### src/sv/pfe_pkg.sv
package pfe_pkg;

    // ASCII codes recognised by the evaluator
    localparam logic [7:0] SYM_ZERO  = 8'h30;
    localparam logic [7:0] SYM_NINE  = 8'h39;
    localparam logic [7:0] SYM_PLUS  = 8'h2B;
    localparam logic [7:0] SYM_MINUS = 8'h2D;
    localparam logic [7:0] SYM_STAR  = 8'h2A;
    localparam logic [7:0] SYM_SLASH = 8'h2F;

    // value read for a missing operand or an empty stack
    localparam logic [31:0] EMPTY_VALUE = 32'hFFFF_FFFF;

    localparam int WORD_W = 32;

    typedef struct packed {
        logic [7:0] symbol;
        logic       last_symbol;
    } sym_t;

    typedef struct packed {
        logic signed [31:0] result_value;
        logic               underflow_seen;
        logic               overflow_seen;
        logic               divide_by_zero_seen;
        logic [6:0]         depth_left;
    } res_t;

    typedef struct packed {
        logic under;
        logic over;
        logic div0;
    } flags_t;

    typedef enum logic [2:0] {
        OP_NONE,
        OP_ADD,
        OP_SUB,
        OP_MUL,
        OP_DIV
    } op_t;

    typedef enum logic [2:0] {
        S_IDLE,
        S_FETCH,
        S_DIV,
        S_WRITE,
        S_FINISH
    } state_t;

endpackage

### src/sv/pfe_divider.sv
// Unsigned restoring divider, one quotient bit per cycle.
module pfe_divider (
    input  logic        clk,
    input  logic        rst_n,
    input  logic        start,
    input  logic [31:0] dividend,
    input  logic [31:0] divisor,
    output logic        done,
    output logic [31:0] quotient
);
    import pfe_pkg::*;

    localparam int CNT_W = $clog2(WORD_W);

    logic             busy_reg,  busy_next;
    logic             done_reg,  done_next;
    logic [CNT_W-1:0] cnt_reg,   cnt_next;
    logic [31:0]      rem_reg,   rem_next;
    logic [31:0]      quo_reg,   quo_next;
    logic [31:0]      dsr_reg,   dsr_next;
    logic [32:0]      rem_shift;
    logic [32:0]      diff;

    assign rem_shift = {rem_reg, quo_reg[31]};
    assign diff      = rem_shift - {1'b0, dsr_reg};

    always_comb
    begin
        busy_next = busy_reg;
        done_next = 1'b0;
        cnt_next  = cnt_reg;
        rem_next  = rem_reg;
        quo_next  = quo_reg;
        dsr_next  = dsr_reg;
        if (start)
        begin
            busy_next = 1'b1;
            cnt_next  = CNT_W'(WORD_W - 1);
            rem_next  = '0;
            quo_next  = dividend;
            dsr_next  = divisor;
        end
        else if (busy_reg)
        begin
            if (!diff[32])
            begin
                rem_next = diff[31:0];
                quo_next = {quo_reg[30:0], 1'b1};
            end
            else
            begin
                rem_next = rem_shift[31:0];
                quo_next = {quo_reg[30:0], 1'b0};
            end
            cnt_next = cnt_reg - CNT_W'(1);
            if (cnt_reg == '0)
            begin
                busy_next = 1'b0;
                done_next = 1'b1;
            end
        end
    end

    always_ff @(posedge clk or negedge rst_n)
    begin
        if (!rst_n)
        begin
            busy_reg <= 1'b0;
            done_reg <= 1'b0;
            cnt_reg  <= '0;
        end
        else
        begin
            busy_reg <= busy_next;
            done_reg <= done_next;
            cnt_reg  <= cnt_next;
        end
    end

    always_ff @(posedge clk)
    begin
        rem_reg <= rem_next;
        quo_reg <= quo_next;
        dsr_reg <= dsr_next;
    end

    assign done     = done_reg;
    assign quotient = quo_reg;

endmodule

### src/sv/postfix_expression_evaluator.sv
// Channel   Direction  Handshake              Payload
// sym       in         sym_valid / sym_stall  pfe_pkg::sym_t (symbol, last_symbol)
// res       out        res_valid / res_stall  pfe_pkg::res_t (value, flags, depth)
//
// Steps: a digit or an ignored character is taken in the idle state; + - *
// go through accept, operand fetch and write-back; / also waits on the
// 32-step divider between fetch and write-back, unless the divisor is zero.
// A last symbol adds a finish state to hand the result to the output register.
// Reset: asynchronous, active low; clears count, flags and control. The stack
// memory is not cleared, entries at or above the count are never used.
// Stalls: res_stall only holds the output register; a new symbol is taken while
// a result waits, and only the next result waits for the register to free.
module postfix_expression_evaluator #(
    parameter int STACK_DEPTH = 64
) (
    input  logic          clk,
    input  logic          rst_n,
    input  logic          sym_valid,
    output logic          sym_stall,
    input  pfe_pkg::sym_t sym_data,
    output logic          res_valid,
    input  logic          res_stall,
    output pfe_pkg::res_t res_data
);
    import pfe_pkg::*;

    localparam int AW = $clog2(STACK_DEPTH);
    localparam int CW = $clog2(STACK_DEPTH + 1);
    localparam logic [CW-1:0] FULL_COUNT = CW'(STACK_DEPTH);

    // Operand stack: one write port, one registered read port.
    // top_reg mirrors the entry at count-1, so only the left operand is read.
    logic [31:0] stack_mem [STACK_DEPTH];
    logic [31:0] rd_data_reg;

    state_t       state_reg,  state_next;
    logic [CW-1:0] count_reg, count_next;
    flags_t       flags_reg,  flags_next;
    logic [31:0]  top_reg,    top_next;
    op_t          op_reg,     op_next;
    logic         last_reg,   last_next;
    logic [31:0]  result_reg, result_next;
    logic         neg_reg,    neg_next;
    logic         res_valid_reg, res_valid_next;
    res_t         res_data_reg,  res_data_next;

    logic          accept;
    op_t           sym_op;
    logic          sym_digit;
    logic [7:0]    digit_val;
    logic [CW-1:0] rd_index;
    logic [AW-1:0] rd_addr;
    logic          wr_en;
    logic [AW-1:0] wr_addr;
    logic [31:0]   wr_data;
    logic [31:0]   left_op;
    logic [31:0]   right_op;
    logic [CW-1:0] popped_count;
    logic          out_free;
    logic [CW+6:0] depth_ext;

    logic          div_start;
    logic [31:0]   div_dividend;
    logic [31:0]   div_divisor;
    logic          div_done;
    logic [31:0]   div_quotient;

    assign sym_stall = (state_reg != S_IDLE);
    assign accept    = sym_valid && !sym_stall;
    assign out_free  = !res_valid_reg || !res_stall;

    // symbol decode
    always_comb
    begin
        unique case (sym_data.symbol)
            SYM_PLUS:  sym_op = OP_ADD;
            SYM_MINUS: sym_op = OP_SUB;
            SYM_STAR:  sym_op = OP_MUL;
            SYM_SLASH: sym_op = OP_DIV;
            default:   sym_op = OP_NONE;
        endcase
    end

    assign sym_digit = (sym_data.symbol >= SYM_ZERO) && (sym_data.symbol <= SYM_NINE);
    assign digit_val = sym_data.symbol - SYM_ZERO;

    // left operand sits two below the count; read every cycle, count is
    // steady between accepting an operator and the fetch cycle
    assign rd_index = count_reg - CW'(2);
    assign rd_addr  = rd_index[AW-1:0];

    assign right_op     = (count_reg != '0) ? top_reg : EMPTY_VALUE;
    assign left_op      = (count_reg >= CW'(2)) ? rd_data_reg : EMPTY_VALUE;
    assign popped_count = (count_reg >= CW'(2)) ? (count_reg - CW'(2)) : '0;

    assign div_dividend = left_op[31] ? (32'd0 - left_op) : left_op;
    assign div_divisor  = right_op[31] ? (32'd0 - right_op) : right_op;

    assign depth_ext = {7'd0, count_reg};

    // next state
    always_comb
    begin
        state_next = state_reg;
        unique case (state_reg)
            S_IDLE:
            begin
                if (accept)
                begin
                    if (sym_op != OP_NONE)
                        state_next = S_FETCH;
                    else if (sym_data.last_symbol)
                        state_next = S_FINISH;
                end
            end
            S_FETCH:
            begin
                if (op_reg == OP_DIV && right_op != '0)
                    state_next = S_DIV;
                else
                    state_next = S_WRITE;
            end
            S_DIV:
            begin
                if (div_done)
                    state_next = S_WRITE;
            end
            S_WRITE:
            begin
                state_next = last_reg ? S_FINISH : S_IDLE;
            end
            S_FINISH:
            begin
                if (out_free)
                    state_next = S_IDLE;
            end
            default:
            begin
                state_next = S_IDLE;
            end
        endcase
    end

    // datapath and outputs
    always_comb
    begin
        count_next     = count_reg;
        flags_next     = flags_reg;
        top_next       = top_reg;
        op_next        = op_reg;
        last_next      = last_reg;
        result_next    = result_reg;
        neg_next       = neg_reg;
        res_data_next  = res_data_reg;
        res_valid_next = res_valid_reg;
        wr_en          = 1'b0;
        wr_addr        = count_reg[AW-1:0];
        wr_data        = result_reg;
        div_start      = 1'b0;

        if (res_valid_reg && !res_stall)
            res_valid_next = 1'b0;

        unique case (state_reg)
            S_IDLE:
            begin
                if (accept)
                begin
                    op_next   = sym_op;
                    last_next = sym_data.last_symbol;
                    if (sym_op == OP_NONE && sym_digit)
                    begin
                        if (count_reg == FULL_COUNT)
                            flags_next.over = 1'b1;
                        else
                        begin
                            wr_en      = 1'b1;
                            wr_data    = {24'd0, digit_val};
                            top_next   = {24'd0, digit_val};
                            count_next = count_reg + CW'(1);
                        end
                    end
                end
            end
            S_FETCH:
            begin
                if (count_reg < CW'(2))
                    flags_next.under = 1'b1;
                count_next = popped_count;
                unique case (op_reg)
                    OP_ADD: result_next = left_op + right_op;
                    OP_SUB: result_next = left_op - right_op;
                    OP_MUL: result_next = left_op * right_op;
                    OP_DIV:
                    begin
                        if (right_op == '0)
                        begin
                            flags_next.div0 = 1'b1;
                            result_next     = '0;
                        end
                        else
                        begin
                            div_start = 1'b1;
                            neg_next  = left_op[31] ^ right_op[31];
                        end
                    end
                    default: result_next = result_reg;
                endcase
            end
            S_DIV:
            begin
                if (div_done)
                    result_next = neg_reg ? (32'd0 - div_quotient) : div_quotient;
            end
            S_WRITE:
            begin
                // pops leave room, so the push always lands
                wr_en      = 1'b1;
                wr_data    = result_reg;
                top_next   = result_reg;
                count_next = count_reg + CW'(1);
            end
            S_FINISH:
            begin
                if (out_free)
                begin
                    res_valid_next                    = 1'b1;
                    res_data_next.result_value        = (count_reg != '0) ? top_reg
                                                                          : EMPTY_VALUE;
                    res_data_next.underflow_seen      = flags_reg.under || (count_reg == '0);
                    res_data_next.overflow_seen       = flags_reg.over;
                    res_data_next.divide_by_zero_seen = flags_reg.div0;
                    res_data_next.depth_left          = depth_ext[6:0];
                    count_next                        = '0;
                    flags_next                        = '0;
                end
            end
            default:
            begin
                count_next = count_reg;
            end
        endcase
    end

    pfe_divider u_divider (
        .clk      (clk),
        .rst_n    (rst_n),
        .start    (div_start),
        .dividend (div_dividend),
        .divisor  (div_divisor),
        .done     (div_done),
        .quotient (div_quotient)
    );

    always_ff @(posedge clk)
    begin
        if (wr_en)
            stack_mem[wr_addr] <= wr_data;
        rd_data_reg <= stack_mem[rd_addr];
    end

    always_ff @(posedge clk or negedge rst_n)
    begin
        if (!rst_n)
        begin
            state_reg     <= S_IDLE;
            count_reg     <= '0;
            flags_reg     <= '0;
            op_reg        <= OP_NONE;
            last_reg      <= 1'b0;
            res_valid_reg <= 1'b0;
        end
        else
        begin
            state_reg     <= state_next;
            count_reg     <= count_next;
            flags_reg     <= flags_next;
            op_reg        <= op_next;
            last_reg      <= last_next;
            res_valid_reg <= res_valid_next;
        end
    end

    always_ff @(posedge clk)
    begin
        top_reg      <= top_next;
        result_reg   <= result_next;
        neg_reg      <= neg_next;
        res_data_reg <= res_data_next;
    end

    assign res_valid = res_valid_reg;
    assign res_data  = res_data_reg;

endmodule
### config.mk
export PLATFORM = sky130hd
export DESIGN_NAME = postfix_expression_evaluator
export DESIGN_NICKNAME = d
export VERILOG_FILES = /design/src/sv/pfe_pkg.sv /design/src/sv/pfe_divider.sv /design/src/sv/postfix_expression_evaluator.sv
export SDC_FILE = /design/constraint.sdc
export NUM_CORES = 2
export LEC_CHECK = 0
export ABC_AREA = 1
export BUFFER_PORTS_ARGS = -buffer_cell sky130_fd_sc_hd__buf_2
export CORE_MARGIN = 2
export CORE_UTILIZATION = 26
export DETAILED_ROUTE_END_ITERATION = 16
export GPL_TIMING_DRIVEN = 1
export MAX_ROUTING_LAYER = met4
export PLACE_DENSITY = 0.46
export SLEW_MARGIN = 5
export SYNTH_ARGS = -nofsm -noshare
export SYNTH_HDL_FRONTEND = slang
export SYNTH_SLANG_ARGS = --single-unit
### constraint.sdc
create_clock -name clk -period 8.65 [get_ports clk]
set_clock_uncertainty 0.05 [all_clocks]
set_input_delay 1.2975 -clock clk [delete_from_list [all_inputs] [get_ports clk]]
set_output_delay 1.2975 -clock clk [all_outputs]
set_load 0.02 [all_outputs]
==> run summary <==
H-tree levels: 5
Post-cts hold buffer count: 0
Post-synthesis cell type count: 67
Fmax: 0.119 GHz
Pre-CTS setup slack: -0.242 ns
Hold Crit Class: reg -> reg
Ports: 57
Post-Route WL: 410,000 µm
Ratio of cells with drive above 1 in the final layout: 0.103
Placed wire-length estimate: 254,000 µm
Number of DRC markers in iteration 0: 8,724
DR WL/cell: 25.4 µm
First-pass DRT Iterations: 6
Status: finished clean
Longest Clk Path Bufs: 4
Clock Tree Root: clkbuf_16
Average cell area after synthesis: 11.1 µm²
Initial antenna violation count: 34
Residual DRC: 0
Number of hold violations in the final report: 0
Yosys warns: 0
Synth top area share: 0.594
Largest register FFs: 2,048
Worst-Skew Late Latency: 0.90 ns
Via density per instance: 4.93
Die area: 0.437 mm²
Critical R2R Launch: count_reg[1]
Worst Hold Launch: flags_reg[1]
Crit start category: flop
Async set-reset flop share out of synthesis: 0.0108
Starting Density: 0.261
Grt ovf: 0
GRT Util Overall: 0.188
Setup slack, reg-to-reg: 0.22 ns
Port bufs: 56
Slew Viols, Final: 0
Number of CTS-inserted buffers: 268
Post-Synthesis Cell Area: 0.112 mm²
Area growth, synth to finish: 15.9%
Worst slew pin tran: 1.31 ns
Cell Rows: 241
Period utilization: 0.975
Clock-pin slew on the worst setup and hold paths: 0.06 ns
Clock period minus worst slack: 8.43 ns
Syn Nets: 10,700
# clock sinks: 2,308
Vias: 79,600
Die Height: 661 µm
Seq/Total Area, Yosys: 0.611
Max-capacitance violation count: 0
Crit path from: count_reg[1]
Die Width: 661 µm
Critical path data arrival time: 9.06 ns
CP peak stage delay: 0.52 ns
Synth area leaders: edfxtp_1 (59%), fa_1 (7.3%), o21ai_0 (6.8%)
Routability cong.: 0.955
Most used DFF post-synth: edfxtp_1
Critical-path top delay cell: fa_1
CTS tree: done
Post-synthesis cell count: 10,100
Max-Slew Margin vs Limit: 0.124
Most Frequent Cell on Critical Path: fa_1
First-pass GRT wire length: 578,000 µm
Setup TNS: 0 ns
Fillcell total: 44,000
Vias in the first global route: 75,800
Final worst slack: 0.218 ns
Final core area utilization: 0.302
CP max FO: 18
Antenna-violating nets left: 0
Nets: 10,800
Final setup viols: 0
WS Path Type: reg -> reg
CP Data Required Time: 9.28 ns
Yosys reg bits: 2,308
Largest net degree at the start of global routing: 175
EDFF count, synth: 2,219
Largest area contributor in the netlist: edfxtp_1
CORE AREA: 0.430 mm²
CP Capture Type: flop
cell usage after synthesis (4+ instances only):
| cell type | instances |
|---|---|
| nor2_4 | 10 |
| o211ai_1 | 14 |
| fa_1 | 410 |
| nand3b_1 | 9 |
| nand2_4 | 8 |
| or2_2 | 18 |
| clkbuf_1 | 523 |
| buf_2 | 23 |
| o32ai_1 | 30 |
| a31oi_1 | 30 |
| o21ai_0 | 1535 |
| buf_4 | 4 |
| dfxtp_1 | 64 |
| buf_1 | 27 |
| a211oi_1 | 4 |
| o21ai_1 | 32 |
| clkinv_1 | 14 |
| nor2_2 | 13 |
| xor2_1 | 100 |
| nand3_1 | 136 |
| inv_1 | 756 |
| ha_1 | 201 |
| a21oi_1 | 180 |
| o221ai_1 | 22 |
| nor2_1 | 1966 |
| a21o_1 | 6 |
| inv_2 | 25 |
| edfxtp_1 | 2219 |
| nand2_2 | 18 |
| nand4_1 | 21 |
| o31ai_1 | 6 |
| nor4_1 | 14 |
| nor2_8 | 4 |
| nand2_1 | 860 |
| dfrtp_1 | 25 |
| o21a_1 | 8 |
| o22ai_1 | 629 |
| nor3_1 | 40 |
| nor3_2 | 11 |
| buf_6 | 10 |
| xnor2_1 | 30 |
worst max-delay path, delay by kind of cell (launching register included):
family                   cells  cell delay (ns)
AND/OR/NAND/NOR              8             1.18
flip-flops                   1             0.51
AO/OA/AOI/OAI                7             1.12
adder cells (fa/ha/maj)     10             3.81
buffers and inverters       11             1.49
path summary, 6_finish.rpt:
kind                                         to  cells past startpoint
min                                 res_data[8]                      0
max reg2reg                      result_reg[23]                     36
min in group asynchronous  u_divider.cnt_reg[1]                      1
max in group asynchronous          count_reg[0]                      1
max                              result_reg[23]                     36
min reg2reg                         res_data[8]                      0
routing by layer:
| metal | share of wire | wire (µm) | up-vias | global-route usage |
|---|---|---|---|---|
| li1 | - | - | 35600 | - |
| met1 | 0.45 | 183000 | 40700 | 0.256 |
| met2 | 0.46 | 187000 | 2668 | 0.292 |
| met3 | 0.063 | 25700 | 589 | 0.0243 |
| met4 | 0.034 | 14000 | 0 | 0.0562 |
| met5 | 0 | 0 | - | - |
kinds of logic after synthesis:
family	share of synthesized area
AND/OR/NAND/NOR	0.113
AO/OA/AOI/OAI	0.123
flip-flops	0.611
buffers and inverters	0.0476
adder cells (fa/ha/maj)	0.0955
XOR/XNOR	0.0101
layout make-up:
| class | instances | area, µm² | area share |
|---|---|---|---|
| clock buffers | 342 | 7250 | 0.0557 |
| diodes | 6 | 15.0 | 0.000115 |
| flip-flops and latches | 2308 | 68500 | 0.527 |
| inverters | 798 | 3060 | 0.0235 |
| clock inverters | 132 | 1400 | 0.0108 |
| well taps | 5710 | 7140 | 0.0549 |
| multi-input cells | 6410 | 39100 | 0.301 |
| repair buffers | 439 | 3530 | 0.0271 |
layout by cell type, fill, tap and decap left out, types with 29 or more instances in the layout:
cell type,n
clkbuf_1,59
ha_1,199
nand2_1,854
nor3_1,36
o22ai_1,629
buf_12,29
clkbuf_16,278
o21ai_1,35
inv_1,721
o32ai_1,29
nor2_1,1895
a31oi_1,30
fa_1,410
dfxtp_1,64
inv_2,50
edfxtp_1,2219
nor2_4,78
xnor2_1,30
o21ai_0,1522
clkinv_1,57
xor2_1,98
clkinv_2,36
a21oi_1,180
buf_4,351
buf_2,56
nand3_1,135
metrics by stage:
stage | cells | cell area, µm² | hold WS (ns)
2_1_floorplan | 10100 | 112000 | 0.375
3_3_place_gp | 15600 | 121000 | 0.384
3_5_place_dp | 15600 | 121000 | 0.394
4_1_cts | 16100 | 130000 | 0.405
5_1_grt | 16100 | 130000 | 0.420
6_report | 16100 | 130000 | 0.406
repair_timing:
item                                    CTS  global route
gates resized for setup                   9            28
gates cloned                              1             1
pin swaps                                 2             8
endpoints found under the setup margin    6            11
setup buffers                             6            15
Power is not shown: default switching activity piles up to over one toggle a cycle in this logic, so the estimate is an artifact.
